### config.mk
export PLATFORM = sky130hd
export DESIGN_NAME = bppd_cfg
export DESIGN_NICKNAME = d
export VERILOG_FILES = /design/src/rtl/core/bppd_pkg.sv /design/src/rtl/core/bppd_cfg.sv
export SDC_FILE = /design/constraint.sdc
export NUM_CORES = 1
export LEC_CHECK = 0
export ABC_AREA = 1
export BUFFER_PORTS_ARGS = -buffer_cell sky130_fd_sc_hd__buf_2
export CORE_MARGIN = 2
export CORE_UTILIZATION = 45
export CTS_CLUSTER_SIZE = 10
export DETAILED_ROUTE_END_ITERATION = 6
export PLACE_DENSITY = 0.92
export SLEW_MARGIN = 20
export SYNTH_ARGS = -nofsm -noshare
export SYNTH_HDL_FRONTEND = slang
export SYNTH_SLANG_ARGS = --single-unit
### constraint.sdc
create_clock -name clk -period 1.07 [get_ports clk]
set_input_delay 0 -clock clk [delete_from_list [all_inputs] [get_ports clk]]
set_output_delay 0 -clock clk [all_outputs]
set_load 0.005 [all_outputs]
### src/rtl/core/bppd_pkg.sv
// Shared types and codes for the bitmap palette pixel decoder.
`timescale 1ns / 1ps

package bppd_pkg;

  // Pixel depth codes held in the format register.
  typedef enum logic [1:0] {
    FMT_1BPP  = 2'd0,
    FMT_4BPP  = 2'd1,
    FMT_8BPP  = 2'd2,
    FMT_24BPP = 2'd3
  } pix_fmt_t;

  // Byte position within a 24 bpp pixel.
  typedef enum logic [1:0] {
    PH_BLUE  = 2'd0,
    PH_GREEN = 2'd1,
    PH_RED   = 2'd2
  } tc_phase_t;

  // Operation codes of an input word.
  localparam logic OP_PALETTE = 1'b0;
  localparam logic OP_PIXEL   = 1'b1;

  // Register indexes on the configuration port.
  localparam logic [1:0] REG_FORMAT = 2'd0;
  localparam logic [1:0] REG_WIDTH  = 2'd1;
  localparam logic [1:0] REG_HEIGHT = 2'd2;

  // Register reset values.
  localparam logic [12:0] WIDTH_RESET  = 13'd1;
  localparam logic [12:0] HEIGHT_RESET = 13'd1;

  // Input word: a palette write or one raw pixel-data byte.
  typedef struct packed {
    logic        operation;
    logic [7:0]  palette_index;
    logic [23:0] palette_color;
    logic [7:0]  data_byte;
  } in_word_t;

  // Output word: one decoded pixel.
  typedef struct packed {
    logic [7:0]  red;
    logic [7:0]  green;
    logic [7:0]  blue;
    logic [11:0] column;
    logic [11:0] row;
    logic        last_of_byte;
    logic        last_of_image;
  } out_word_t;

  // Configuration handed from the register block to the datapath.
  typedef struct packed {
    pix_fmt_t    pixel_format;
    logic [12:0] image_width;
    logic [12:0] image_height;
  } cfg_t;

endpackage

### src/rtl/core/bppd_cfg.sv
// Configuration registers of the decoder behind an APB-style port.
`timescale 1ns / 1ps

module bppd_cfg
  import bppd_pkg::*;
(
  input  logic        clk,
  input  logic        rst_n,
  input  logic        psel,
  input  logic        penable,
  input  logic        pwrite,
  input  logic [3:0]  paddr,
  input  logic [31:0] pwdata,
  output logic [31:0] prdata,
  output logic        pready,
  output cfg_t        cfg
);

  cfg_t        cfg_r;
  cfg_t        cfg_nxt;
  logic [1:0]  reg_idx;
  logic        wr_en;

  assign reg_idx = paddr[3:2];
  assign wr_en   = psel && penable && pwrite;
  assign pready  = 1'b1;

  // Register write decode; writes beyond the register list are ignored.
  always_comb begin
    cfg_nxt = cfg_r;
    if (wr_en) begin
      unique case (reg_idx)
        REG_FORMAT: cfg_nxt.pixel_format = pix_fmt_t'(pwdata[1:0]);
        REG_WIDTH:  cfg_nxt.image_width  = pwdata[12:0];
        REG_HEIGHT: cfg_nxt.image_height = pwdata[12:0];
        default:    cfg_nxt = cfg_r;
      endcase
    end
  end

  always_ff @(posedge clk) begin
    if (!rst_n) begin
      cfg_r.pixel_format <= FMT_8BPP;
      cfg_r.image_width  <= WIDTH_RESET;
      cfg_r.image_height <= HEIGHT_RESET;
    end else begin
      cfg_r <= cfg_nxt;
    end
  end

  // Read-back multiplexer.
  always_comb begin
    unique case (reg_idx)
      REG_FORMAT: prdata = {30'd0, cfg_r.pixel_format};
      REG_WIDTH:  prdata = {19'd0, cfg_r.image_width};
      REG_HEIGHT: prdata = {19'd0, cfg_r.image_height};
      default:    prdata = 32'd0;
    endcase
  end

  assign cfg = cfg_r;

endmodule

Word-level counts from Yosys, hierarchy flattened
Cells that the tools add are included.

word-level totals
  bits in registers = 28
  input bits = 41
  output and inout bits = 61
  logic and storage cells = 12

operators by class
  equal/unequal tests = 2
  multiplexer cells = 1
  reduce and logical (&&, ||, !) cells = 6

operator list
  cell                                                 number
  one-hot mux 13 bit (3 select lines)                  1
  AND reduction 2 bit                                  3
  equality test 2 x 1 -> 1 bit, second input constant  1
  equality test 2 bit, second input constant           1
  logical AND 1 bit                                    2
  zero test 2 bit                                      1

Depth between registers and ports, before layout
Gate-level depths: netlist of the first run.

  depth after elaboration = 3
  depth in mapped cells = 6
  mapped depth without buffers = 5

Least setup slack after synthesis of the first run
Ideal clock, no wire load.

  path kind = input-to-reg
  start point = input psel
  end point = register cfg_r, in the netlist cfg[10]
  arrival = 0.548 ns
  required time = 0.957 ns
  setup slack = 0.409 ns
  stages on the path = 6
  path through = nand2_1 > nor2_4 > buf_2 > nand3_1 > nand2_1 > nor2_1

on the way
  cells in the longest elaborated chain, start to end = 3

ends and longest elaborated chain
  element                          RTL line        RTL
  start, declared                  bppd_cfg.sv:9   input logic psel,
  logical AND 1 bit (2 in series)  bppd_cfg.sv:25  assign wr_en = psel && penable && pwrite;
  AND reduction 2 bit (no line)    --
  end signal, assigned             bppd_cfg.sv:47  cfg_r <= cfg_nxt;
  end, declared                    bppd_cfg.sv:19  cfg_t cfg_r;

No other way between the ends.
A chain may end at the register's enable or synchronous reset.

Final worst setup path of the first run
  start point = register cfg_r, in the netlist cfg[13]
  end point = output prdata[0]

on the way
  cells in the longest elaborated chain, start to end = 1

ends and longest elaborated chain
  element                              RTL line        RTL
  one-hot mux 13 bit (3 select lines)  bppd_cfg.sv:53  unique case (reg_idx)
  end, declared                        bppd_cfg.sv:14  output logic [31:0] prdata,

No other way between the ends.

==> results of run 1 <==
-- cells in the final DEF, fill, tap and decap left out --
cell type      count
nand3_1           30
conb_1            20
dfxtp_1           28
dlygate4sd3_1     12
buf_2             60
inv_1             14
nand2_1           71
nand3_2            1
nor2_1            52
nor2_4             1
inv_2              2
buf_12             1
buf_4              8
nor2_2             4
clkbuf_8           1
clkbuf_4           3
o21ai_0            3
-- Yosys cell counts (all sizes together) --
| cell type | n |
|---|---|
| nand2 | 71 |
| o21ai | 3 |
| nand3 | 31 |
| dfxtp | 28 |
| clkbuf | 1 |
| nor2 | 57 |
| buf | 30 |
| conb | 2 |
| inv | 16 |
-- metal layers --
layer  up-vias  GRT usage [%]
met2        53           35.7
li1        829              -
met4         0           6.11
met3         4           2.54
met5         -              0
met1       692           22.8
-- what timing repair did --
action / CTS / global route
hold buffers: 12 / 0
hold endpoints to repair: 16 / 0
endpoints found under the setup margin: 0 / 0
-- worst paths after layout --
path                          endpoint  cells past startpoint                  from
setup / recovery             prdata[0]                      3  cfg[13]$_SDFFE_PN1P_
setup reg to reg   cfg[0]$_SDFFE_PN1P_                      2   cfg[0]$_SDFFE_PN1P_
hold / removal    cfg[20]$_SDFFE_PN0P_                      5             pwdata[7]
hold reg to reg   cfg[10]$_SDFFE_PN0P_                      2  cfg[10]$_SDFFE_PN0P_
-- stage by stage --
step | setup WS (ns) | instances | power [uW]
2_1_floorplan | 0.409 | 257 | 1330
3_3_place_gp | 0.292 | 341 | 1380
3_5_place_dp | 0.253 | 341 | 1390
4_1_cts | 0.105 | 357 | 1930
5_1_grt | 0.0264 | 357 | 2020
6_report | 0.112 | 357 | 1900
-- cells by family after synthesis --
logic type / after synthesis / synth area share (%)
buffers and inverters: 47 / 18.8
and+or+nand+nor: 159 / 43.1
other: 2 / 0.492
AOI/OAI and AO/OA: 3 / 0.983
DFF: 28 / 36.7
-- power by group --
group	total, uW	switching [uW]	internal, uW
logic	318	180	139
registers	1080	15.4	1070
clock network	502	294	208
total	1900	489	1410
-- critical path, stage by stage, from the launching register on --
cell     delay, ns
dfxtp_1       0.39
nand2_1       0.06
nand3_1       0.08
buf_2         0.11
-- final cells by class --
| type | instances | area [um2] |
|---|---|---|
| Tap cell | 46 | 57.6 |
| Inverter | 16 | 60.1 |
| Fill cell | 336 | 1350 |
| Timing Repair Buffer | 81 | 500 |
| Multi-Input combinational cell | 182 | 748 |
| Clock buffer | 4 | 36.3 |
| Sequential cell | 28 | 561 |
==> results by stage, run 1 <==
Placed design:
- The detailed placer's ending HPWL is roughly 2500 um.
- The count of buffers added on input and output ports is 60.
- In this run the cell area measured after placement is between 1500 and 2000 um2.
- The routability congestion estimate from global placement is roughly 0.74.

Route:
- The initial detailed-routing violation count is 64.
- The final layout contains routed wiring with a total length of around 3500 um.
- Routed signal wires occupy layers up through met4.
- For this block, wires on met1 add up to ~1500 um.
- Once detail routing completed, the nets flagged for antenna violations numbered 0.
- The first detailed-routing pass took 4 iterations.
- The total number of vias is 1578.
- The length of routed met2 wiring is approximately 1900 um.
- The final routed wire length divided by cell count is slightly below 10 um.
- The met3 wire length is around 170 um.
- After detailed routing, the number of remaining DRC violations is 0.
- The detail-routed via count per cell is approximately 4.4.

STA:
- The max-slew violation count is 0.
- The clock period minus final worst setup slack is around 0.96 ns.
- The number of hold-slack violations in the final timing report is 0.
- Timing would allow up to around 1000 MHz.
- The clock skew is 0 ns.
- For the final routed database, the setup TNS stands at 0 ns.
- Setup repair after global routing left no endpoint under its margin.
- The share of the clock period used by the worst path after layout is roughly nine tenths.
- Across all hold checks on the routed design, the worst slack comes to ~0.018 ns.
- Setup violations remaining at the end of the flow were counted as 0.

Clocking:
- The clock passes through at most 2 buffers.
- Counting the buffers created by CTS gives 3.
- Clock tree synthesis found a total of 28 sinks.
- Once the clock tree was built, the setup fixing pass inserted 0 buffers.
- The buffer type at the clock tree root is clkbuf_4.
- The number of gates given a new drive strength after cts is 0.
- TritonCTS built the clock tree.
- The clock latency on the worst-skew pair is between 0.3 and 0.4 ns.
- After clock tree synthesis, the clock-pin slew on the worst setup and hold paths is 0.15 ns.
- The H-tree depth reported by CTS is 1.

Synth:
- After synthesis the netlist holds a flip-flop and latch count of 28.
- The cell area that synthesis handed to floorplanning was 1530 um2.
- Synthesis produced a netlist whose cell count is between 200 and 250.
- Of the synthesized area, sequential elements account for between 30 and 40%.
- The top cell type by area accounts for 36.7% of the synthesized area.
- The mean cell area of the mapped netlist is between 6 and 7 um2.
- The number of different library cells used by synthesis comes to 15.
- By area the synthesized netlist is led by dfxtp_1 (37%), nand2_1 (17%), nor2_1 (13%), buf_4 (12%), nand3_1 (9.8%).
- Of all cell types, the one taking the most synthesized area is dfxtp_1.
- The number of warnings printed during yosys synthesis is 0.

Layout:
- In the final layout, the share of cells above drive strength 1 is approximately a quarter.
- The layout overhead on the synthesized area is 28.5%.
- Cells fill approximately three fifths of the core in the end.
- The diode insertion count for antenna repair is 0.
- The finished cells cover slightly below 2000 um2.
- The register with the most flip-flops in the layout has 28 of them.
- The net count reported at finish is 353.

Job:
- The tool flagged a number of max-cap violations equal to 0.

Floorplan:
- The die covers between 3000 and 4000 um2.
- Pin placement for this block handled 102 I/O pins.
- The die width is around 62 um.
- The vertical die dimension is around 62 um.
- The core region area is around 3300 um2.
- Row generation in the floorplan step produced 21 rows.
- The initial utilization of the core area, before any placement, comes to roughly 46%.

Global routing:
- The overall global routing resource usage is 19.2%.
- Entering global routing, the biggest net connects 29 pins.
- The total overflow left after global routing is 0.
- The via count of the first global-routing pass is roughly 1400.
- The number of antenna violations at the first check in global routing came to 0.
- The first global-routing pass estimated a little over 6000 um of wire.

Status:
- The run finished with clean final reports.

Power:
- IR analysis of the VDD net gives a maximum drop of 0.462 mV.
- Summed over all cells, the static leakage comes to around 0.0011 uW.
- In this run the power density over the cells is between 900 and 1000 nW/um2.

Worst hold path:
- The min-delay analysis places its worst path in the category in -> reg.

Worst setup path:
- The data required time of the worst path is 1.07 ns.
- The worst setup path is of the reg -> out kind.
- The worst register-to-register path has a setup slack of 0.45 ns.
- The type of element capturing the critical path is a primary output.
- The critical path arrival is 0.96 ns.
- In this run the worst path has a maximum fanout of 3.
- STA classifies the critical path startpoint as a flop.
(Power assumes the default switching activity.)
==> run 2, diff against run 1 <==
--- a/config.mk
+++ b/config.mk
@@ -5,13 +5,12 @@
 export SDC_FILE = /design/constraint.sdc
 export NUM_CORES = 1
 export LEC_CHECK = 0
-export ABC_AREA = 1
 export BUFFER_PORTS_ARGS = -buffer_cell sky130_fd_sc_hd__buf_2
 export CORE_MARGIN = 2
-export CORE_UTILIZATION = 45
+export CORE_UTILIZATION = 43
 export CTS_CLUSTER_SIZE = 10
 export DETAILED_ROUTE_END_ITERATION = 6
-export PLACE_DENSITY = 0.92
+export PLACE_DENSITY = 0.91
 export SLEW_MARGIN = 20
 export SYNTH_ARGS = -nofsm -noshare
 export SYNTH_HDL_FRONTEND = slang
==> results by stage, run 2 <==
Status:
- The run finished with clean final reports.

Clocking:
- Clock-pin slew was measured on the worst setup and hold paths at roughly 0.15 ns.
- TritonCTS built the clock tree.
- The H-tree depth reported by CTS is 1.
- The clock sink total is 28.
- The buffer type at the clock tree root is clkbuf_4.
- The maximum count of clock buffers along a single path is 2.
- The clock latency on the worst-skew pair is about 0.32 ns.
- The CTS buffer count is 3.

Layout:
- In the final layout, the multi-input gates occupy 727 um2.
- The final cell utilization of the core is roughly 61%.
- The share of cells above drive strength 1 is a little under two fifths.
- In the layout the commonest cells are buf_2 (60), nand2_1 (40), mux2i_1 (29).
- The fill cell total of the finished layout is 286.
- The net count of the finished layout is 271.
- The area taken by flip-flops and latches is between 500 and 600 um2.
- The most common library cell in the layout ignoring fill and taps is buf_2.
- The post-route non-filler standard cell count is between 200 and 300.
- The diode insertion count for antenna repair is 0.
- The layout overhead on the synthesized area is 34.7%.
- The register with the most flip-flops in the layout has 28 of them.

Worst setup path:
- The launching point of the worst reg2reg path is cfg[27]$_SDFFE_PN1P_.
- The setup slack on the worst flop-to-flop path is around 0.27 ns.
- The critical path class is reg -> out.
- The number of cells on the worst reg-to-reg path is 2.
- For the worst setup path, the data arrival time is 1.01 ns.
- The maximum fanout encountered on the critical timing path is 3.
- The startpoint type of the worst setup path is a flop.
- For the worst setup path, the data required time is roughly 1.1 ns.
- The endpoint of the lowest-slack register-to-register path is cfg[27]$_SDFFE_PN1P_.
- The critical path goes through a22o_1, buf_2.
- The worst setup path startpoint is cfg[24]$_SDFFE_PN0P_.
- The type of element capturing the critical path is a primary output.
- The largest individual stage delay along the critical path comes from the cell dfxtp_2.
- On the worst path, the slowest cell contributes a delay of ~0.36 ns.

Global routing:
- The overall global routing resource usage is 18.3%.
- The via count of the first global-routing pass came to about 1100.
- The first global-routing pass estimated between 5000 and 6000 um of wire.
- The total congestion overflow is 0.
- The pin count of the biggest net entering global routing is 27.
- The number of antenna violations at the first check in global routing was 0.

Worst hold path:
- The endpoint of the worst hold path is cfg[0]$_SDFFE_PN1P_.
- The classification of the worst-slack hold path is in -> reg.
- The worst hold path was traced through 3 stages.
- The worst hold path begins at penable.

Synth:
- Among all flip-flop cells after synthesis, the most frequent one is dfxtp_1.
- After synthesis, flip-flops and latches occupy between 30% and 40% of the total area.
- The number of warnings printed during yosys synthesis is 0.
- The leading area contributor after synthesis is dfxtp_1.
- By instance count, the leading cell after synthesis is nand2_1.
- The number of enable flip-flop cells after synthesis is 0.
- The mean cell area of the mapped netlist is 9.18 um2.
- Synthesis instantiated 22 different standard cells from the library.
- In the synthesized netlist the async set-or-reset flop fraction comes to 0%.
- By count the netlist is led by nand2_1 (40), mux2i_1 (29), dfxtp_1 (28).
- The area share of the largest cell type after synthesis is between 30% and 40%.
- The post-synthesis cell count is 154.
- The summed instance area of the synthesized netlist is around 1400 um2.
- By area the synthesized netlist is led by dfxtp_1 (40%), mux2i_1 (21%), buf_4 (11%), nand2_1 (11%), a22o_1 (6.8%).
- In this run, synthesis produced a sequential element count of 28.

Power:
- After layout, the design draws a total of around 1800 uW.
- The internal portion of the total power is roughly 1400 uW.
- VDD sags by at most between 0.4 and 0.5 mV.
- The proportion of total power due to net switching is ~25%.
- Of the total power, registers draw between 50% and 60%.
- In this run, the clock network consumes between 20% and 30% of the power.
- The combinational share of power is roughly 14%.
- Power spread over the standard cell area amounts to 969 nW/um2.
- The total net switching power is roughly 450 uW.
- The analysis attributes to cell leakage a power of roughly 0.00094 uW.

Route:
- The number of remaining DRC errors is 0.
- The detail route stage leaves a number of antenna-violating nets equal to 0.
- After detailed routing, the total wire length is roughly 3400 um.
- The first routing iteration left 60 violations.
- The total number of vias is between 1000 and 1500.
- The detail-routed via count per cell is 4.63.
- Dividing the detail-routed wire length by the instance count gives between 10 and 15 um.
- The first detailed-routing pass took 4 iterations.

Placed design:
- Detailed placement finished with a half-perimeter wire length of about 2400 um.
- The routability congestion estimate from global placement is roughly 0.75.
- OpenSTA, run right after detailed placement, puts the worst setup slack at -0.212 ns.
- The number of placed instances, taps included, is between 200 and 300.
- The port buffer count is 60.

Job:
- The max-capacitance violation count is 0.

STA:
- The number of hold-slack violations in the final timing report was 0.
- At the pin with the least slew margin, the transition time is around 0.60 ns.
- The clock skew is 0 ns.
- The setup total negative slack is 0 ns.
- Based on the critical path, the design can be clocked at up to approximately 1000 MHz.
- The max-slew violation count is 0.
- The worst pin sits at a relative slew slack of around three fifths.
- Setup violations remaining at the end of the flow were counted as 0.
- Once routing completed, OpenROAD measured the worst setup slack at approximately 0.061 ns.
- The share of the clock period used by the worst path after layout is between 90% and 100%.
- The clock period minus final worst setup slack is roughly 1.0 ns.
- Setup repair after global routing could not meet its margin everywhere.

Floorplan:
- The die is around 61 um wide.
- approximately 100 I/O pins were placed.
- For this configuration, the core starts out at a cell density of 45.6%.
- The core region is about 3100 um2.
- The placement row count is 20.
- The die covers 3760 um2.
- The vertical die dimension is between 60 and 70 um.
-- run 2: cell types whose count changed in the layout (fill, tap and decap cells not counted), sizes merged, moves of 2 or more --
cell and delta:
a22o +11, dlygate4sd3 +2, inv -15, mux2i +29, nand2 -31, nand3 -30
nor2 -54, nor3b +2
-- run 2: timing repair --
item	CTS	global route
setup endpoints to repair	11	4
hold buffers	14	0
resized for setup	1	9
hold endpoints to repair	28	0
buffers inserted	0	0
-- run 2: logic make-up after synthesis --
family	share of synthesized area, %
multiplexers	20.5
AO/OA/AOI/OAI	8.76
AND/OR/NAND/NOR	16.3
other	0.531
flip-flops	39.6
buffers and inverters	14.2
-- run 2: power by group through the flow --
stage / clock network (uW) / registers (uW) / logic (uW)
2_1_floorplan: 0 / 1090 / 169
4_1_cts: 533 / 1070 / 261
3_5_place_dp: 0 / 1090 / 221
6_report: 514 / 1070 / 264
3_3_place_gp: 0 / 1090 / 214
5_1_grt: 580 / 1070 / 295
-- run 2: area by class of cell --
| cell class | count | area share (%) |
|---|---|---|
| tap | 44 | 2.89 |
| timing repair buffer | 82 | 26.9 |
| inverter | 1 | 0.197 |
| multi-input combinational | 114 | 38.2 |
| clock buffer | 4 | 1.91 |
| sequential | 28 | 29.9 |
-- run 2: worst max path at each step --
stage / endpoint / slack (ns) / cells past startpoint
4_1_cts: prdata[0] / 0.008 / 3
6_report: prdata[11] / 0.06 / 2
3_3_place_gp: prdata[3] / -0.16 / 4
2_1_floorplan: cfg[14]$_SDFFE_PN0P_ / 0.18 / 4
3_5_place_dp: prdata[4] / -0.21 / 4
5_1_grt: prdata[11] / -0.02 / 2
-- run 2: worst max-delay path, delay by kind of cell, from the launching register on --
| kind | cells | cell delay (ns) |
|---|---|---|
| DFF | 1 | 0.36 |
| AOI/OAI and AO/OA | 1 | 0.21 |
| buffers and inverters | 1 | 0.12 |
-- run 2: metrics by stage --
step / cell area [um2] / hold slack, ns
after floorplan: 1480 / 0.0833
after global placement: 1720 / 0.226
after detailed placement: 1720 / 0.235
after CTS: 1900 / 0.0873
after global routing: 1900 / 0.0846
final: 1900 / 0.0942
-- run 2: per-layer routing --
metal,share of wire (%),track usage (%)
met1,44,22.6
met2,51,31.5
met3,5.0,4.62
met4,0.26,5.17
met5,0,0
